$ cat config.mk
export PLATFORM = sky130hd
export DESIGN_NAME = uvs_div_cell
export DESIGN_NICKNAME = d
export VERILOG_FILES = /design/src/sv/uvs_pkg.sv /design/src/sv/uvs_div_cell.sv
export SDC_FILE = /design/constraint.sdc
export NUM_CORES = 1
export LEC_CHECK = 0
export BUFFER_PORTS_ARGS = -buffer_cell sky130_fd_sc_hd__buf_2
export CAP_MARGIN = 20
export CORE_UTILIZATION = 45
export CTS_BUF_LIST = sky130_fd_sc_hd__clkbuf_8 sky130_fd_sc_hd__clkbuf_16
export CTS_CLUSTER_DIAMETER = 50
export CTS_CLUSTER_SIZE = 40
export DETAILED_ROUTE_END_ITERATION = 12
export PLACE_DENSITY = 0.89
export SYNTH_ARGS = -nofsm -noshare
export SYNTH_HDL_FRONTEND = slang
export SYNTH_SLANG_ARGS = --single-unit
$ cat constraint.sdc
create_clock -name aclk -period 2.5 [get_ports aclk]
set_clock_uncertainty 0.1 [all_clocks]
set_input_delay 0.25 -clock aclk [delete_from_list [all_inputs] [get_ports aclk]]
set_output_delay 0.25 -clock aclk [all_outputs]
set_load 0.03 [all_outputs]
$ cat src/sv/uvs_pkg.sv
// ----------------------------------------------------------------------------
// uvs_pkg: shared types and constants of the UV-sphere vertex evaluator
// Divider step word, polynomial step word, fixed-point constants, rounding.
// ----------------------------------------------------------------------------
package uvs_pkg;

    localparam int unsigned MAX_SEGMENTS  = 255;
    localparam int unsigned DIV_STEPS     = 32;   // quotient bits below the top one
    localparam int unsigned HORNER_STEPS  = 6;
    localparam int unsigned HORNER_LAT    = 3;    // register stages in one polynomial step
    localparam int unsigned SINCOS_LAT    = 2 + HORNER_STEPS * HORNER_LAT + 2;

    // register indexes of the configuration port
    localparam logic REG_RADIUS   = 1'b0;
    localparam logic REG_SEGMENTS = 1'b1;

    localparam logic [32:0] Q30_ONE = 33'd1 << 30;
    localparam logic [31:0] PI_Q30  = 32'd3373259426;   // pi in Q30

    localparam int unsigned SIN_DIVS [0:HORNER_STEPS-1] = '{156, 110, 72, 42, 20, 6};
    localparam int unsigned COS_DIVS [0:HORNER_STEPS-1] = '{182, 132, 90, 56, 30, 12};

    // one long-division step for the theta lane and the phi lane
    typedef struct packed {
        logic [32:0] quo_th;
        logic [32:0] quo_ph;
        logic [7:0]  rem_th;
        logic [7:0]  rem_ph;
    } div_step_t;

    // word moving along the polynomial cells
    typedef struct packed {
        logic [1:0]  quad;
        logic [30:0] x;
        logic [31:0] x2;
        logic [30:0] ts;
        logic [30:0] tc;
    } horner_t;

    // shift right with rounding half away from zero
    function automatic logic signed [63:0] sround(input logic signed [63:0] v,
                                                  input int unsigned sh);
        logic [63:0] mag;
        logic [63:0] m;
        mag = v[63] ? (64'd0 - $unsigned(v)) : $unsigned(v);
        m = (mag + (64'd1 << (sh - 1))) >> sh;
        return v[63] ? -$signed(m) : $signed(m);
    endfunction

endpackage

$ cat src/sv/uvs_div_cell.sv
// ----------------------------------------------------------------------------
// uvs_div_cell: one restoring division step
// Produces one quotient bit for the theta lane and one for the phi lane.
// ----------------------------------------------------------------------------
module uvs_div_cell import uvs_pkg::*; (
    input  logic      aclk,
    input  logic      ce,
    input  logic [7:0] dvs_th,
    input  logic [7:0] dvs_ph,
    input  div_step_t din,
    output div_step_t dout
);

    div_step_t step_reg;
    div_step_t step_next;
    logic [8:0] r2_th;
    logic [8:0] r2_ph;
    logic       ge_th;
    logic       ge_ph;

    always_comb begin
        r2_th = {din.rem_th, 1'b0};
        r2_ph = {din.rem_ph, 1'b0};
        ge_th = r2_th >= {1'b0, dvs_th};
        ge_ph = r2_ph >= {1'b0, dvs_ph};
        step_next.rem_th = ge_th ? 8'(r2_th - {1'b0, dvs_th}) : r2_th[7:0];
        step_next.rem_ph = ge_ph ? 8'(r2_ph - {1'b0, dvs_ph}) : r2_ph[7:0];
        step_next.quo_th = {din.quo_th[31:0], ge_th};
        step_next.quo_ph = {din.quo_ph[31:0], ge_ph};
    end

    always_ff @(posedge aclk) begin
        if (ce) begin
            step_reg <= step_next;
        end
    end

    assign dout = step_reg;

endmodule

==> flow_summary.ini, run 1 <==
[routing]
first_pass_iters = 4
drt-total-wl_um = 9630
m1WireLength_um = 3730
drtIter0Drc = 92
via_count = 2766
avgViaCountPerCell = 4.83
met3_length_um = 633
met2WireLength_um = 5050
drc = 0
post_drt_wl_per_cell_um = 16.8
ant_nets = 0
highest_layer = met4

[global_routing]
grt_max_degree = 46
gr-usage-all-layers_pct = 24.3
antenna_found_initial = 0
grt_overflow = 0
first_global_vias = 2730
grt_pass1_wl_um = 13800

[clock_tree]
htree_levels = 3
cts.sinks = 82
cts_setup_buffers = 0
clockBufferDepth = 2
ctsRootBufferMaster = clkbuf_8
path_clk_slew_ps = 80
cts_tree = yes
cts_buffers = 9

[sta]
period_share_pct = 79.2
fin_crit_ps = 1980
max_slew_margin_pct = 65.0
rsz0062_at_grt = no
max_freq_ghz = 0.505
setup_viol = 0
tns_ps = 0
hold_slack_ps = 134
hold_violations = 0
worstMarginPinSlew_ps = 525
drv_slew = 0

[power_and_ir_drop]
p_sw_mw = 1.02
finalPower_mw = 3.46
power_frac_comb_pct = 23.6
swShare_pct = 29.5
vdd_drop_max_mv = 0.340
power.internal_mw = 2.44
power_frac_clock_pct = 27.2
powerDensity_nw_per_um2 = 652
seqPwrFrac_pct = 49.2
p_leak_nw = 2.35

[logic_synthesis]
synth_warnings = 0
ys_seq_area_share_pct = 72.3
synth.distinct_cells = 38
synth.area.top_cells = edfxtp_1, ha_1, inv_1, mux2_2, a21oi_1
synth_nets = 330
synth.top_cell.area_share_pct = 72.3
synth_area_um2 = 3400
avgSynthCellArea_um2 = 16.1
ys_seq_elements = 82
syn_inst = 212
yosysTopAreaCell = edfxtp_1

[final_layout]
area_growth_pct = 55.7
final_cell_mix = buf_2, edfxtp_1, dlygate4sd3_1
fin_nets = 587
drive_above_1_share_pct = 44.5
layout_commonest_cell = buf_2
instances_no_fill = 573
largest_register_ffs = 82
seq_area_um2 = 2460
antennaDiodeCount = 0
final_core_util_pct = 72.7
multiInputGateArea_um2 = 848
fillers = 472

[critical_path]
critPathMaxFanout = 7
endpoint_kind = flop
worst_setup_path_start_kind = input port
critical_path_class = input port to flop
cp.arrival_ps = 1980
required_ps = 2500

[placed_design]
dpl.hpwl_um = 6110
gp_congestion = 0.780
numPlacedInstances = 493
io_buffers = 179

[floorplanning]
rows = 31
core_um2 = 7290
die_area_um2 = 7920
initial_core_util_pct = 46.7
ios = 182
die_w_um = 89.0
die_h_um = 89.0

[job]
maxCapViolCount = 0

[status]
status = finished, final reports clean

[hold_path]
hold_class = input port to flop
final timing paths:
| check | startpoint | end | slack (ps) | depth (start not counted) |
|---|---|---|---|---|
| max | dvs_th[1] | dout[8] | 520 | 8 |
| min | din[11] | dout[12] | 130 | 2 |
cells in the mapped netlist, drive strengths merged:
cell / count
a21oi: 9
a211oi: 4
nor2: 11
mux2i: 2
nor3: 1
edfxtp: 82
and2: 2
nand2: 3
and3: 2
nor2b: 3
nand3: 3
xor2: 1
inv: 24
nand3b: 1
or3: 1
ha: 16
nand2b: 2
a31o: 1
a311o: 1
nand4: 2
a21bo: 1
fa: 2
o21ai: 7
o21a: 5
mux2: 7
nor4: 3
a21o: 2
nor3b: 1
o31a: 2
buf: 1
a31oi: 2
o311ai: 1
o211ai: 1
xnor2: 5
a311oi: 1
layer usage:
metal / global-route usage [%] / vias up
met4: 10.4 / 0
met5: 0 / -
met2: 44.8 / 126
met1: 27.3 / 1307
li1: - / 1314
met3: 5.17 / 19
power groups by stage:
stage / clock (mW) / combinational (mW) / sequential (mW)
global placement: 0 / 0.704 / 1.72
global route: 1.02 / 0.874 / 1.71
detailed placement: 0 / 0.725 / 1.73
CTS: 0.954 / 0.807 / 1.69
floorplan: 0 / 0.189 / 1.99
finish: 0.941 / 0.817 / 1.70
timing repair:
item                      CTS  global route
hold buffers               64             0
gates resized for setup     0             0
hold endpoints to repair   64             0
worst max-delay path, stage by stage:
cell and delay, ps:
buf_2 100, inv_1 40, ha_1 300, ha_1 190
o311ai_0 320, nand4_1 340, buf_4 280, and2_1 150
layout make-up:
| type | count | area share, % |
|---|---|---|
| Clock buffer | 9 | 2.34 |
| Clock inverter | 7 | 1.32 |
| Inverter | 24 | 1.70 |
| Multi-Input combinational cell | 105 | 16.0 |
| Sequential cell | 82 | 46.5 |
| Tap cell | 99 | 2.34 |
| Timing Repair Buffer | 247 | 29.8 |
cell families after synthesis:
| family | after synthesis | share of synthesized area [%] |
|---|---|---|
| compound gates | 37 | 7.61 |
| xor+xnor | 6 | 1.54 |
| mux | 9 | 2.90 |
| flops | 82 | 72.3 |
| buf+inv | 25 | 2.76 |
| simple gates | 35 | 5.81 |
| fa+ha+maj | 18 | 7.06 |
per-stage QoR:
stage / instance area (µm²) / worst slack [ps]
5_1_grt: 5300 / 337
6_report: 5300 / 520
3_3_place_gp: 4470 / 193
3_5_place_dp: 4470 / 153
4_1_cts: 5300 / 536
2_1_floorplan: 3400 / 301
Note: power is estimated with default switching activity, not from simulation.
==> run 2, diff against run 1 <==
- CORE_UTILIZATION: 45 -> 40
- PLACE_DENSITY: 0.89 -> 0.84
- clock period: 2.5 -> 1.8 ns (I/O delays scaled with it)
==> run 2 against run 1 <==
Against the previous run: routed wire length fell by 5.3%; via count rose by 4.6%; clock power rose by 68%; worst setup slack got worse by 500 ps; die area rose by 12%; non-clock buffer count rose by 42; sequential share of layout area fell by 4.0 points; first-iteration DRC count rose by 43%; combinational power rose by 57%.
==> flow_summary.ini, run 2 (synthesis gave the netlist of run 1 again) <==
[sta]
worstMarginPinSlew_ps = 321
tns_ps = 0
hold_violations = 0
max_freq_ghz = 0.561
drv_slew = 0
fin_crit_ps = 1780
period_share_pct = 99.0
setup_viol = 0
worst_slack_ps = 17.2
hold_slack_ps = 75.3
max_slew_margin_pct = 78.6

[clock_tree]
clockBufferDepth = 2
path_clk_slew_ps = 80
cts_tree = yes
htree_levels = 3
ctsRootBufferMaster = clkbuf_8
cts.sinks = 82
cts_buffers = 9

[placed_design]
post-place-ws_ps = -323
io_buffers = 179
dpl.hpwl_um = 6310
place_area_um2 = 4890
gp_congestion = 0.824

[critical_path]
required_ps = 1790
critPathTopFamily = compound AO/OA/AOI/OAI gates
endpoint_kind = flop
cp_cell_sequence = buf_2 -> inv_1 -> fa_1 -> nor2b_1 -> o31a_1 -> nor4_1 -> a311o_1 -> mux2_4
critical_path_class = input port to flop
worst_setup_path_start_kind = input port
cp.arrival_ps = 1770
critPathSlowestCell = fa_1
cp_slowest_stage_delay_ps = 410
worst-path-buf-inv = 2
critPathMaxFanout = 3

[global_routing]
first_global_vias = 2978
gr-usage-all-layers_pct = 20.2
grt_pass1_wl_um = 13400
grt_max_degree = 39
antenna_found_initial = 0
grt_overflow = 0

[power_and_ir_drop]
seqPwrFrac_pct = 45.2
power.internal_mw = 3.79
power_frac_comb_pct = 24.6
p_leak_nw = 2.60
powerDensity_nw_per_um2 = 898
vdd_drop_max_mv = 0.455
p_sw_mw = 1.42
power_frac_clock_pct = 30.3
swShare_pct = 27.3

[hold_path]
hold_class = input port to flop

[final_layout]
area_growth_pct = 70.3
drive_above_1_share_pct = 52.0
final_core_util_pct = 70.6
layout_commonest_cell = buf_2
final_cell_mix = buf_2, edfxtp_1, dlygate4sd3_1
fin_nets = 629
largest_register_ffs = 82
design_area_um2 = 5800
antennaDiodeCount = 0
fillers = 551

[routing]
drt-total-wl_um = 9120
first_pass_iters = 4
ant_nets = 0
drc = 0
drtIter0Drc = 132
post_drt_wl_per_cell_um = 14.7
avgViaCountPerCell = 4.66
via_count = 2892

[floorplanning]
die_h_um = 94.3
die_w_um = 94.3
rows = 33
ios = 182
die_area_um2 = 8880
initial_core_util_pct = 41.4
core_um2 = 8220

[job]
maxCapViolCount = 0

[status]
status = finished, final reports clean
## run 2: power groups by stage
stage | Clock, mW | Combinational (mW) | Sequential (mW)
2_1_floorplan | 0 | 0.310 | 2.76
6_report | 1.58 | 1.28 | 2.35
3_3_place_gp | 0 | 1.12 | 2.38
5_1_grt | 1.67 | 1.36 | 2.37
3_5_place_dp | 0 | 1.15 | 2.39
4_1_cts | 1.61 | 1.27 | 2.35
## run 2: metal layers
layer | GRT usage (%) | routed length [µm]
met3 | 4.94 | 655
met4 | 9.23 | 286
met2 | 38.9 | 4840
met5 | 0 | 0
met1 | 19.9 | 3340
## run 2: cell type report
| cell class | count | area (µm²) | area share [%] |
|---|---|---|---|
| inverters | 24 | 92.6 | 1.60 |
| multi-input cells | 105 | 977 | 16.9 |
| well taps | 105 | 131 | 2.27 |
| repair buffers | 289 | 1900 | 32.7 |
| flip-flops and latches | 82 | 2460 | 42.5 |
| clock buffers | 9 | 124 | 2.14 |
| clock inverters | 6 | 115 | 1.98 |
## run 2: final timing paths
path	from	to	slack, ps	depth (start not counted)
setup / recovery	din[0]	dout[6]	20	8
hold / removal	din[11]	dout[12]	80	2
## run 2: stage by stage
stage	std cells	power (mW)
floorplan	212	3.07
global placement	539	3.50
detailed placement	539	3.55
CTS	618	5.23
global route	620	5.40
finish	620	5.21
## run 2: timing repair
| item | 4_1_cts | 5_1_grt |
|---|---|---|
| gates resized for setup | 0 | 1 |
| endpoints found under the setup margin | 0 | 6 |
| setup buffers | 0 | 2 |
| hold buffers | 64 | 0 |
| hold endpoints to repair | 64 | 0 |
==> run 3, diff against run 2 <==
- BUFFER_PORTS_ARGS: -buffer_cell sky130_fd_sc_hd__buf_2 -> -buffer_cell sky130_fd_sc_hd__buf_4
- GPL_TIMING_DRIVEN: default -> 0
==> run 3 against run 2 <==
Against the previous run: clock-buffer cell count did not move; global-route usage up 1.6 points; via count fell by 4.3%; die area unchanged; first-iteration DRC count down 45%; critical path depth shrank 1; cell count decreased by 6.1%; clock power hardly changed; worst setup slack improved by 13 ps; largest power group unchanged.
==> flow_summary.ini, run 3 (synthesis gave the netlist of run 1 again) <==
[final_layout]
antennaDiodeCount = 0
final_cell_mix = buf_4, edfxtp_1, dlygate4sd3_1
fin_nets = 590
largest_register_ffs = 82
drive_above_1_share_pct = 48.4
design_area_um2 = 5960
fillers = 518
final_core_util_pct = 72.6
layout_commonest_cell = buf_4
area_growth_pct = 75.2

[routing]
ant_nets = 0
avgViaCountPerCell = 4.76
m1WireLength_um = 3500
first_pass_iters = 4
drc = 0
via_count = 2768
post_drt_wl_per_cell_um = 17.0
met2WireLength_um = 5520
met3_length_um = 721
drtIter0Drc = 72
highest_layer = met4
drt-total-wl_um = 9910

[global_routing]
gr-usage-all-layers_pct = 21.8
first_global_vias = 2838
grt_pass1_wl_um = 14100
grt_overflow = 0
grt_max_degree = 83
antenna_found_initial = 0

[clock_tree]
cts_tree = yes
clockBufferDepth = 2
cts.sinks = 82
cts_buffers = 9
path_clk_slew_ps = 80
ctsRootBufferMaster = clkbuf_8
htree_levels = 3

[sta]
fin_crit_ps = 1770
hold_violations = 0
max_freq_ghz = 0.565
drv_slew = 0
setup_viol = 0
max_slew_margin_pct = 31.0
hold_slack_ps = 62.1
period_share_pct = 98.3
rsz0062_at_grt = no
worstMarginPinSlew_ps = 1040

[critical_path]
critPathMaxFanout = 3
critPathTopFamily = compound AO/OA/AOI/OAI gates
cp.arrival_ps = 1760
critPathSlowestCell = fa_2
endpoint_kind = flop
required_ps = 1790
worst_setup_path_start_kind = input port
cp_cell_sequence = buf_4 -> fa_2 -> nor2b_1 -> o31a_1 -> nor4_1 -> a311o_1 -> mux2_4
critical_path_class = input port to flop
cp_slowest_stage_delay_ps = 400
worst-path-buf-inv = 1

[placed_design]
gp_congestion = 0.771
place_area_um2 = 5010
io_buffers = 179
dpl.hpwl_um = 6300

[power_and_ir_drop]
finalPower_mw = 5.33
vdd_drop_max_mv = 0.584
powerDensity_nw_per_um2 = 893
p_leak_nw = 2.57

[floorplanning]
die_w_um = 94.3
core_um2 = 8220
die_area_um2 = 8880
initial_core_util_pct = 41.4
rows = 33
ios = 182
die_h_um = 94.3

[job]
maxCapViolCount = 0

[status]
status = finished, final reports clean

[hold_path]
hold_class = input port to flop
run 3: cell types whose count changed in the layout (fill, tap and decap cells not counted), sizes merged:
| cell | before | now |
|---|---|---|
| buf | 225 | 186 |
| clkinv | 1 | 2 |
run 3: final cells by class:
type / instances / area, µm² / share of cell area, %
buffer: 1 / 11.3 / 0.189
clock inverter: 7 / 119 / 1.99
inverter: 24 / 92.6 / 1.55
tap: 105 / 131 / 2.20
multi-input combinational: 105 / 993 / 16.7
sequential: 82 / 2460 / 41.3
timing repair buffer: 249 / 2030 / 34.0
clock buffer: 9 / 124 / 2.08
run 3: path summary, 6_finish.rpt:
path | slack, ps | to | cells past startpoint | startpoint
max | 30 | dout[6] | 7 | dvs_ph[0]
min | 60 | dout[5] | 2 | din[4]
run 3: timing repair:
action                                  CTS  global route
setup buffers                             4             2
endpoints found under the hold margin    64             0
hold buffers                             64             0
endpoints found under the setup margin    9             8
gates resized for setup                   0             4
pin swaps                                 1             2
run 3: per-layer routing:
metal	vias to the layer above	GRT usage, %
li1	1315	-
met2	119	42.8
met1	1322	22.0
met5	-	0
met4	0	7.82
met3	12	4.77
run 3: per-stage QoR:
step	setup WS, ps	setup TNS, ps	cells
after CTS	5.08	0	580
final	29.8	0	582
after global routing	14.1	0	582
after global placement	-608	-5690	496
after floorplan	-290	-1790	212
after detailed placement	-652	-6470	496
run 3: report_power, final:
group | total (mW) | switching (mW) | internal, mW | leakage [nW]
Sequential | 2.37 | 0.0590 | 2.31 | 0.803
Combinational | 1.37 | 0.724 | 0.642 | 1.65
Clock | 1.59 | 0.670 | 0.922 | 0.121
